[src/hdl/ldorb_pkg.sv]
// Shared types, codes and constants for the LDO rail register block.
`timescale 1ns / 1ps
`default_nettype none
package ldorb_pkg;

  typedef enum logic [1:0] {
    OP_ENABLE  = 2'd0,
    OP_DISABLE = 2'd1,
    OP_SET     = 2'd2,
    OP_GET     = 2'd3
  } op_t;

  typedef struct packed {
    op_t         opcode;
    logic [2:0]  channel;
    logic [15:0] millivolts;
  } in_t;

  typedef struct packed {
    logic        status;
    logic [12:0] millivolts_read;
    logic [4:0]  enable_mask;
  } out_t;

  // Controller to datapath.
  typedef struct packed {
    logic load;
    logic div;
    logic exec;
  } cmd_t;

  // Datapath to controller.
  typedef struct packed {
    logic need_div;
  } sts_t;

  localparam int unsigned NUM_RAILS = 5;

  localparam logic [2:0] CH_FIRST = 3'd2;
  localparam logic [2:0] CH_LAST  = 3'd6;
  localparam logic [2:0] CH_LIN100 = 3'd2;
  localparam logic [2:0] CH_LIN50  = 3'd3;
  localparam logic [2:0] CH_MENU   = 3'd4;

  localparam logic STATUS_DONE   = 1'b0;
  localparam logic STATUS_REJECT = 1'b1;

  // Scale offsets in millivolts.
  localparam logic [15:0] OFF_CH2       = 16'd1500;
  localparam logic [15:0] OFF_HIGH      = 16'd2650;
  localparam logic [15:0] OFF_LOW       = 16'd1700;
  localparam logic [15:0] SPLIT_LOW_MAX = 16'd2450;

  // A wrapped 32-bit difference 2^32-d divided by C has quotient K - (d + C-1-R)/C,
  // where 2^32 = K*C + R. C-1-R is 3 for both C=100 and C=50.
  localparam logic [15:0] WRAP_ADJ = 16'd3;
  localparam logic [4:0] BASE_CH2_WRAP = 5'd8;   // K mod 32, C=100
  localparam logic [4:0] BASE_CH3_WRAP = 5'd1;   // K mod 16, C=50
  localparam logic [4:0] BASE_LOW_WRAP = 5'd17;  // K mod 32, C=50
  localparam logic [4:0] BASE_HIGH     = 5'd16;

  // x/25 = (x*RECIP25) >> RECIP_SHIFT, exact for any 15-bit x.
  localparam logic [14:0] RECIP25     = 15'd20972;
  localparam int unsigned RECIP_SHIFT = 19;

  localparam logic [7:0] KEEP_MENU   = 8'h5D;
  localparam logic [7:0] MENU_ENABLE = 8'h02;
  localparam logic [7:0] DISABLE_SET = 8'hA2;
  localparam logic [7:0] KEEP_CH2    = 8'hE0;
  localparam logic [7:0] KEEP_CH3    = 8'hF0;

  typedef struct packed {
    logic       ok;
    logic [7:0] sel;
  } menu_t;

  function automatic menu_t menu_code(input logic [15:0] mv);
    menu_t m;
    m.ok = 1'b1;
    unique case (mv)
      16'd2700: m.sel = 8'h02;
      16'd2800: m.sel = 8'h20;
      16'd2900: m.sel = 8'h22;
      16'd3000: m.sel = 8'h80;
      16'd3200: m.sel = 8'h82;
      16'd3300: m.sel = 8'hA0;
      default: begin
        m.ok  = 1'b0;
        m.sel = 8'h00;
      end
    endcase
    return m;
  endfunction

endpackage
`default_nettype wire

[src/hdl/ldorb_ctrl.sv]
// Command sequencer: accept, optional divide step, execute, present result.
`timescale 1ns / 1ps
`default_nettype none
module ldorb_ctrl (
  input  wire logic          clk,
  input  wire logic          rst_n,
  input  wire logic          in_valid,
  input  wire logic          out_stall,
  input  wire ldorb_pkg::sts_t sts,
  output ldorb_pkg::cmd_t    cmd,
  output logic               in_stall,
  output logic               out_valid
);

  typedef enum logic [3:0] {
    ST_IDLE = 4'b0001,
    ST_DIV  = 4'b0010,
    ST_EXEC = 4'b0100,
    ST_DONE = 4'b1000
  } state_t;

  state_t state_r, state_nxt;

  always_comb begin
    state_nxt = state_r;
    unique case (state_r)
      ST_IDLE: begin
        if (in_valid) begin
          state_nxt = sts.need_div ? ST_DIV : ST_EXEC;
        end
      end
      ST_DIV:  state_nxt = ST_EXEC;
      ST_EXEC: state_nxt = ST_DONE;
      ST_DONE: begin
        if (!out_stall) begin
          state_nxt = ST_IDLE;
        end
      end
      default: state_nxt = ST_IDLE;
    endcase
  end

  always_ff @(posedge clk) begin
    if (!rst_n) begin
      state_r <= ST_IDLE;
    end else begin
      state_r <= state_nxt;
    end
  end

  assign in_stall  = (state_r != ST_IDLE);
  assign out_valid = (state_r == ST_DONE);
  assign cmd.load  = (state_r == ST_IDLE) && in_valid;
  assign cmd.div   = (state_r == ST_DIV);
  assign cmd.exec  = (state_r == ST_EXEC);

endmodule
`default_nettype wire

[src/hdl/ldorb_datapath.sv]
// Rail registers, voltage encode/decode and result register.
`timescale 1ns / 1ps
`default_nettype none
module ldorb_datapath (
  input  wire logic            clk,
  input  wire logic            rst_n,
  input  wire ldorb_pkg::cmd_t cmd,
  input  wire ldorb_pkg::in_t  in_data,
  output ldorb_pkg::sts_t      sts,
  output ldorb_pkg::out_t      out_data
);

  ldorb_pkg::op_t op_r;
  logic [2:0]  ch_r;
  logic [15:0] mv_r;
  logic [29:0] prod_r;
  logic [4:0]  base_r;
  logic        sub_r;
  logic        gap_r;
  logic [4:0]  en_r, en_nxt;
  logic [7:0]  vb_r [ldorb_pkg::NUM_RAILS];
  ldorb_pkg::out_t out_r;

  // Divide step inputs.
  logic [15:0] num;
  logic [4:0]  base;
  logic        sub;
  logic        gap;
  logic        half;
  logic [14:0] x;
  logic [29:0] prod;

  // Execute step.
  logic [4:0]  q5;
  logic [4:0]  code5;
  logic [2:0]  idx;
  logic [4:0]  bit_sel;
  logic [7:0]  vb_cur;
  logic        ch_ok;
  logic        vb_wr;
  logic [7:0]  vb_val;
  logic        status;
  logic [12:0] mvr;
  ldorb_pkg::menu_t menu;

  assign sts.need_div = (in_data.opcode == ldorb_pkg::OP_SET) &&
                        (in_data.channel >= ldorb_pkg::CH_FIRST) &&
                        (in_data.channel <= ldorb_pkg::CH_LAST) &&
                        (in_data.channel != ldorb_pkg::CH_MENU);

  // Numerator and code base; wrapped differences are counted down from K.
  always_comb begin
    num  = '0;
    base = '0;
    sub  = 1'b0;
    gap  = 1'b0;
    half = 1'b1;
    priority if (ch_r == ldorb_pkg::CH_LIN100) begin
      half = 1'b0;
      if (mv_r >= ldorb_pkg::OFF_CH2) begin
        num = mv_r - ldorb_pkg::OFF_CH2;
      end else begin
        num  = ldorb_pkg::OFF_CH2 - mv_r + ldorb_pkg::WRAP_ADJ;
        sub  = 1'b1;
        base = ldorb_pkg::BASE_CH2_WRAP;
      end
    end else if (ch_r == ldorb_pkg::CH_LIN50) begin
      if (mv_r >= ldorb_pkg::OFF_HIGH) begin
        num = mv_r - ldorb_pkg::OFF_HIGH;
      end else begin
        num  = ldorb_pkg::OFF_HIGH - mv_r + ldorb_pkg::WRAP_ADJ;
        sub  = 1'b1;
        base = ldorb_pkg::BASE_CH3_WRAP;
      end
    end else begin
      if (mv_r <= ldorb_pkg::SPLIT_LOW_MAX) begin
        if (mv_r >= ldorb_pkg::OFF_LOW) begin
          num = mv_r - ldorb_pkg::OFF_LOW;
        end else begin
          num  = ldorb_pkg::OFF_LOW - mv_r + ldorb_pkg::WRAP_ADJ;
          sub  = 1'b1;
          base = ldorb_pkg::BASE_LOW_WRAP;
        end
      end else if (mv_r >= ldorb_pkg::OFF_HIGH) begin
        num  = mv_r - ldorb_pkg::OFF_HIGH;
        base = ldorb_pkg::BASE_HIGH;
      end else begin
        gap = 1'b1;
      end
    end
  end

  // Divide by 50 or 100 as a shift followed by division by 25.
  assign x    = half ? num[15:1] : num[15:2];
  assign prod = 30'(x) * 30'(ldorb_pkg::RECIP25);

  assign q5    = prod_r[ldorb_pkg::RECIP_SHIFT +: 5];
  assign code5 = gap_r ? 5'd0 : (sub_r ? (base_r - q5) : (base_r + q5));

  assign ch_ok   = (ch_r >= ldorb_pkg::CH_FIRST) && (ch_r <= ldorb_pkg::CH_LAST);
  assign idx     = ch_r - ldorb_pkg::CH_FIRST;
  assign bit_sel = 5'b00001 << idx;
  assign vb_cur  = vb_r[idx];
  assign menu    = ldorb_pkg::menu_code(mv_r);

  // The channel 4 guard bit is set and then cleared within one enable, so it
  // never holds a value past the step and needs no storage.
  always_comb begin
    en_nxt = en_r;
    vb_wr  = 1'b0;
    vb_val = vb_cur;
    status = ldorb_pkg::STATUS_DONE;
    mvr    = '0;
    if (!ch_ok) begin
      status = ldorb_pkg::STATUS_REJECT;
    end else begin
      unique case (op_r)
        ldorb_pkg::OP_ENABLE: begin
          en_nxt = en_r | bit_sel;
          if (ch_r == ldorb_pkg::CH_MENU) begin
            vb_wr  = 1'b1;
            vb_val = (vb_cur & ldorb_pkg::KEEP_MENU) | ldorb_pkg::MENU_ENABLE;
          end
        end
        ldorb_pkg::OP_DISABLE: begin
          en_nxt = en_r & ~bit_sel;
          if (ch_r == ldorb_pkg::CH_MENU) begin
            vb_wr  = 1'b1;
            vb_val = vb_cur | ldorb_pkg::DISABLE_SET;
          end
        end
        ldorb_pkg::OP_SET: begin
          unique case (ch_r)
            ldorb_pkg::CH_LIN100: begin
              vb_wr  = 1'b1;
              vb_val = (vb_cur & ldorb_pkg::KEEP_CH2) | {3'b000, code5};
            end
            ldorb_pkg::CH_LIN50: begin
              vb_wr  = 1'b1;
              vb_val = (vb_cur & ldorb_pkg::KEEP_CH3) | {4'b0000, code5[3:0]};
            end
            ldorb_pkg::CH_MENU: begin
              if (menu.ok) begin
                vb_wr  = 1'b1;
                vb_val = (vb_cur & ldorb_pkg::KEEP_MENU) | menu.sel;
              end else begin
                status = ldorb_pkg::STATUS_REJECT;
              end
            end
            default: begin
              vb_wr  = 1'b1;
              vb_val = (vb_cur & ldorb_pkg::KEEP_CH2) | {3'b000, code5};
            end
          endcase
        end
        ldorb_pkg::OP_GET: begin
          unique case (ch_r)
            ldorb_pkg::CH_LIN100: mvr = 13'd1500 + 13'(vb_cur[4:0]) * 13'd100;
            ldorb_pkg::CH_LIN50:  mvr = 13'd2650 + 13'(vb_cur[3:0]) * 13'd50;
            ldorb_pkg::CH_MENU:   status = ldorb_pkg::STATUS_REJECT;
            default: begin
              if (vb_cur[4]) begin
                mvr = 13'd2650 + 13'(vb_cur[3:0]) * 13'd50;
              end else begin
                mvr = 13'd1700 + 13'(vb_cur[3:0]) * 13'd50;
              end
            end
          endcase
        end
        default: status = ldorb_pkg::STATUS_REJECT;
      endcase
    end
  end

  // Command capture, divide pipeline and result register: payload only.
  always_ff @(posedge clk) begin
    if (cmd.load) begin
      op_r <= in_data.opcode;
      ch_r <= in_data.channel;
      mv_r <= in_data.millivolts;
    end
    if (cmd.div) begin
      prod_r <= prod;
      base_r <= base;
      sub_r  <= sub;
      gap_r  <= gap;
    end
    if (cmd.exec) begin
      out_r.status          <= status;
      out_r.millivolts_read <= mvr;
      out_r.enable_mask     <= en_nxt;
    end
  end

  always_ff @(posedge clk) begin
    if (!rst_n) begin
      en_r <= '0;
      for (int k = 0; k < ldorb_pkg::NUM_RAILS; k++) begin
        vb_r[k] <= '0;
      end
    end else if (cmd.exec) begin
      en_r <= en_nxt;
      if (vb_wr) begin
        vb_r[idx] <= vb_val;
      end
    end
  end

  assign out_data = out_r;

endmodule
`default_nettype wire

[src/hdl/ldo_rail_register_block.sv]
// Top level of the LDO rail register block: controller plus datapath.
//
//   channel | handshake           | beat
//   --------+---------------------+------------------------------------
//   in      | in_valid / in_stall | opcode, channel, millivolts
//   out     | out_valid/out_stall | status, millivolts_read, enable_mask
//
// One command at a time. A set on channels 2, 3, 5 or 6 adds a divide step
// (the reciprocal multiply) between accept and execute; other commands go
// straight to execute. The result register is held while out_stall is high and
// in_stall stays high until the result beat is taken.
// Synchronous reset clears all rail registers and the enable bits.
`timescale 1ns / 1ps
`default_nettype none
module ldo_rail_register_block (
  input  wire logic           clk,
  input  wire logic           rst_n,
  input  wire logic           in_valid,
  output logic                in_stall,
  input  wire ldorb_pkg::in_t in_data,
  output logic                out_valid,
  input  wire logic           out_stall,
  output ldorb_pkg::out_t     out_data
);

  ldorb_pkg::cmd_t cmd;
  ldorb_pkg::sts_t sts;

  ldorb_ctrl u_ctrl (
    .clk       (clk),
    .rst_n     (rst_n),
    .in_valid  (in_valid),
    .out_stall (out_stall),
    .sts       (sts),
    .cmd       (cmd),
    .in_stall  (in_stall),
    .out_valid (out_valid)
  );

  ldorb_datapath u_datapath (
    .clk      (clk),
    .rst_n    (rst_n),
    .cmd      (cmd),
    .in_data  (in_data),
    .sts      (sts),
    .out_data (out_data)
  );

`ifndef SYNTHESIS
  a_no_accept_while_result: assert property (@(posedge clk) disable iff (!rst_n)
    out_valid |-> in_stall)
    else $error("input accepted while a result beat is pending");

  a_no_result_after_accept: assert property (@(posedge clk) disable iff (!rst_n)
    (in_valid && !in_stall) |=> !out_valid)
    else $error("result shown in the cycle after accept");

  a_short_latency: assert property (@(posedge clk) disable iff (!rst_n)
    (in_valid && !in_stall && !sts.need_div) |=> ##1 out_valid)
    else $error("command without divide step did not finish in two cycles");

  a_div_latency: assert property (@(posedge clk) disable iff (!rst_n)
    (in_valid && !in_stall && sts.need_div) |=> ##2 out_valid)
    else $error("set command did not finish in three cycles");
`endif

endmodule
`default_nettype wire
[config.mk]
export PLATFORM = sky130hd
export DESIGN_NAME = ldo_rail_register_block
export DESIGN_NICKNAME = d
export VERILOG_FILES = /design/src/hdl/ldorb_pkg.sv /design/src/hdl/ldorb_ctrl.sv /design/src/hdl/ldorb_datapath.sv /design/src/hdl/ldo_rail_register_block.sv
export SDC_FILE = /design/constraint.sdc
export NUM_CORES = 1
export LEC_CHECK = 0
export CAP_MARGIN = 25
export CORE_ASPECT_RATIO = 2
export CORE_UTILIZATION = 45
export DETAILED_ROUTE_END_ITERATION = 10
export DONT_BUFFER_PORTS = 1
export HOLD_SLACK_MARGIN = 0.12
export PLACE_DENSITY = 0.66
export SETUP_SLACK_MARGIN = 0.1
export SLEW_MARGIN = 15
export SYNTH_ARGS = -nofsm -noshare
export SYNTH_HDL_FRONTEND = slang
export SYNTH_SLANG_ARGS = --single-unit
[constraint.sdc]
create_clock -name clk -period 6.6 [get_ports clk]
set_input_delay 1.65 -clock clk [delete_from_list [all_inputs] [get_ports clk]]
set_output_delay 1.65 -clock clk [all_outputs]
set_load 0.02 [all_outputs]
==> summary.md <==
| Metric | Value |
|---|---|
| Fraction of registers with async set/reset | `0` |
| Max cap viols | `0` |
| Post-DRT Antenna Nets | `0` |
| Prevailing post-synth register cell | `edfxtp_1` |
| Number of global-route vias before repair | `10,200` |
| Netlist Area Pre-Place | `10,800 sq um` |
| Critical setup path kind | `flip-flop to flip-flop` |
| Layout cell share with drive strength beyond 1 | `0.251` |
| Nets | `1,539` |
| GPL Wtd Cong | `1.05` |
| Clock slew at reported path FFs | `0.08 ns` |
| Remaining DRCs | `14` |
| Clock sinks | `98` |
| Setup TNS | `-1.52 ns` |
| Die height | `221 microns` |
| Final core occ | `0.569` |
| Initial DRT Pass Iterations | `8` |
| # diodes | `0` |
| Largest net degree at the start of global routing | `30` |
| CP endpoint kind | `flip-flop` |
| Hold Fails Final Rpt | `0` |
| Die Span X | `111 microns` |
| Yosys warning count | `0` |
| Total wire length | `34,100 microns` |
| Final setup skew | `0.0116 ns` |
| Gate count after technology mapping | `1,140` |
| VDD IR-drop max | `1.26 mV` |
| Later-pin clock latency in the skew report | `0.36 ns` |
| Critical Path Max Stage Delay | `0.54 ns` |
| CP startpoint kind | `flip-flop` |
| # rows | `79` |
| Syn avg cell area | `9.43 sq um` |
| CP Max Fanout | `12` |
| Core Region | `23,300 sq um` |
| Reg2reg setup slack | `-0.40 ns` |
| Hold WC Path Type | `flip-flop to flip-flop` |
| Vias per Instance | `5.84` |
| Global-route wire length before repair | `53,100 microns` |
| Starting Density | `0.461` |
| Highest Clock Rate | `143 MHz` |
| Max Buffers Root-to-Sink | `2` |
| Layout fillers | `2,083` |
| Total track usage | `0.290` |
| Antenna violations before repair | `0` |
| Port bufs | `0` |
| Post-DP HPWL | `28,000 microns` |
| DR vias | `9,414` |
| IO Count | `46` |
| Root buffer cell | `clkbuf_16` |
| Avg WL per Cell | `21.1 microns` |
| Initial drt markers | `648` |
| Grt ovf | `0` |
| EDFF count, synth | `89` |
| CTS Buf Count | `9` |
| Register area share after synthesis | `0.265` |
| Die area | `24,600 sq um` |
| Setup violators final | `5` |
| Flops & latches, synth | `98` |
| RSZ-0062 raised after global routing | `yes` |
| Slew at the pin closest to its max-slew limit | `0.894 ns` |
| CP arrival | `7.10 ns` |
| Library cells used by synthesis | `96` |
| Max-slew headroom | `0.401` |
| Synthesized Nets | `1,354` |
| CTS tree | `built` |
| Violated checks | `DRC, setup timing` |
| Slowest CP cell | `fa_1` |
| Fin crit share | `1.06` |
| Critical Path End | `u_datapath.prod_r[23]` |
| Pwr/cell area | `587 nW/um^2` |
| Critical path required time | `6.70 ns` |
| FF-to-FF path depth | `29` |
| FF-to-FF End | `u_datapath.prod_r[23]` |
| Outcome | `complete, but fails checks` |
| Min Tclk post-route | `7.00 ns` |
| Leak Pwr | `5.95 nW` |
| Max-slew violations | `0` |
| Reg2reg start | `u_datapath.mv_r[3]` |
| Worst Setup SP | `u_datapath.mv_r[3]` |
| CTS H-tree lvls | `3` |
| Final worst slack | `-0.401 ns` |
| Syn-to-layout area delta | `23.3%` |
[layout make-up]
class / count / area [sq um] / share of cell area
clock inverters: 7 / 95.1 / 0.00717
inverters: 187 / 712 / 0.0537
well taps: 283 / 354 / 0.0267
clock buffers: 9 / 225 / 0.0170
flip-flops and latches: 98 / 2850 / 0.215
multi-input cells: 806 / 7290 / 0.550
repair buffers: 223 / 1740 / 0.131
[kinds of logic (layout without fill, tap and decap cells)]
group                      count (synthesis)  in the layout  share of synthesized area
buffers and inverters                    236            426                     0.0860
muxes                                     25             25                     0.0355
xor gates and xnor gates                  75             75                     0.0618
DFF                                       98             98                      0.265
adders and majority gates                189            189                      0.263
and+or+nand+nor                          247            247                      0.116
other                                      1              1                   0.000349
AOI/OAI and AO/OA                        269            269                      0.172
[cells in the final DEF, fill, tap and decap left out, drive strengths merged, types with 16 or more instances in the layout]
cell type	count
a21oi	61
a31oi	18
buf	221
edfxtp	89
fa	62
ha	127
inv	188
nand2	50
nor2	91
nor3	16
o21ai	60
xnor2	57
xor2	18
[layer usage]
metal | global-route usage | wire [microns]
met1 | 0.229 | 10000
met2 | 0.561 | 18600
met3 | 0.0452 | 1360
met4 | 0.325 | 4160
met5 | 0 | 0
[timing repair]
item                                    in CTS  in global routing
resized for setup                           33                 23
endpoints found under the setup margin       5                  5
pin swaps                                   22                 10
buffers inserted                            12                  6
hold buffers                                 0                  0
[how the worst min path moves through the flow]
| stage | start | to | slack, ns | cells after the start |
|---|---|---|---|---|
| after floorplan | u_datapath.en_r[1] | u_datapath.out_data[1] | 0.54 | 2 |
| after global placement | u_datapath.en_r[1] | u_datapath.out_data[1] | 0.56 | 2 |
| after detailed placement | u_datapath.en_r[1] | u_datapath.en_r[1] | 0.58 | 4 |
| after CTS | u_datapath.en_r[4] | u_datapath.en_r[4] | 0.60 | 4 |
| after global routing | u_datapath.en_r[0] | u_datapath.en_r[0] | 0.63 | 4 |
| final | u_datapath.en_r[1] | u_datapath.en_r[1] | 0.60 | 4 |
[per-stage QoR]
| step | setup slack, ns | area [sq um] | total power, mW | hold WS [ns] | cells |
|---|---|---|---|---|---|
| after floorplan | -0.105 | 10900 | 4.85 | 0.539 | 1140 |
| after global placement | -0.426 | 12600 | 6.47 | 0.564 | 1576 |
| after detailed placement | -0.484 | 12600 | 6.63 | 0.584 | 1576 |
| after CTS | -0.340 | 13100 | 7.75 | 0.599 | 1604 |
| after global routing | -0.714 | 13300 | 8.69 | 0.632 | 1613 |
| final | -0.401 | 13300 | 7.78 | 0.598 | 1613 |
[synth_stat cells (5+ instances only)]
| cell type | number | share of area |
|---|---|---|
| a211o_1 | 5 | 0.0041 |
| a211oi_1 | 8 | 0.0056 |
| a21boi_0 | 5 | 0.0035 |
| a21o_1 | 12 | 0.0084 |
| a21oi_1 | 59 | 0.027 |
| a221oi_1 | 6 | 0.0049 |
| a31oi_1 | 18 | 0.010 |
| and2_1 | 10 | 0.0058 |
| buf_2 | 10 | 0.0047 |
| clkbuf_1 | 32 | 0.011 |
| dfxtp_1 | 9 | 0.017 |
| edfxtp_1 | 89 | 0.25 |
| fa_1 | 62 | 0.12 |
| ha_1 | 127 | 0.15 |
| inv_1 | 183 | 0.064 |
| mux2i_1 | 12 | 0.011 |
| mux4_2 | 10 | 0.021 |
| nand2_1 | 50 | 0.017 |
| nand2b_1 | 5 | 0.0029 |
| nand3_1 | 13 | 0.0061 |
| nand3b_1 | 6 | 0.0042 |
| nand4_1 | 7 | 0.0041 |
| nor2_1 | 90 | 0.031 |
| nor2b_1 | 10 | 0.0058 |
| nor3_1 | 16 | 0.0074 |
| nor4b_1 | 6 | 0.0049 |
| o211ai_1 | 6 | 0.0042 |
| o21a_1 | 8 | 0.0056 |
| o21ai_0 | 53 | 0.025 |
| o21ai_1 | 6 | 0.0028 |
| o21bai_1 | 8 | 0.0056 |
| o22ai_1 | 8 | 0.0047 |
| o31ai_1 | 6 | 0.0042 |
| or3_1 | 8 | 0.0047 |
| xnor2_1 | 57 | 0.046 |
| xor2_1 | 17 | 0.014 |
[flip-flops by register name, summed over array words and instances, names as in the netlist]
register	cells
u_datapath.out_data	18
u_datapath.en_r	5
u_datapath.sub_r	1
u_datapath.gap_r	1
u_datapath.op_r	2
u_datapath.vb_r	40
u_datapath.mv_r	16
u_datapath.prod_r	5
u_ctrl.state_r	4
u_datapath.base_r	3
u_datapath.ch_r	3
[critical path: cells and delay by family, from the launching register on]
family	cells	cell delay, ns
buffers and inverters	7	0.60
adders and majority gates	7	2.82
AOI/OAI and AO/OA	13	2.54
DFF	1	0.50
and+or+nand+nor	1	0.17
xor gates and xnor gates	1	0.09
[where the power goes]
| group | switching (mW) | leakage [nW] | total, mW | internal (mW) |
|---|---|---|---|---|
| Combinational | 3.27 | 4.89 | 6.35 | 3.08 |
| Clock | 0.256 | 0.150 | 0.561 | 0.305 |
| Sequential | 0.0255 | 0.910 | 0.870 | 0.845 |
Power figures use the tool's default switching activity.
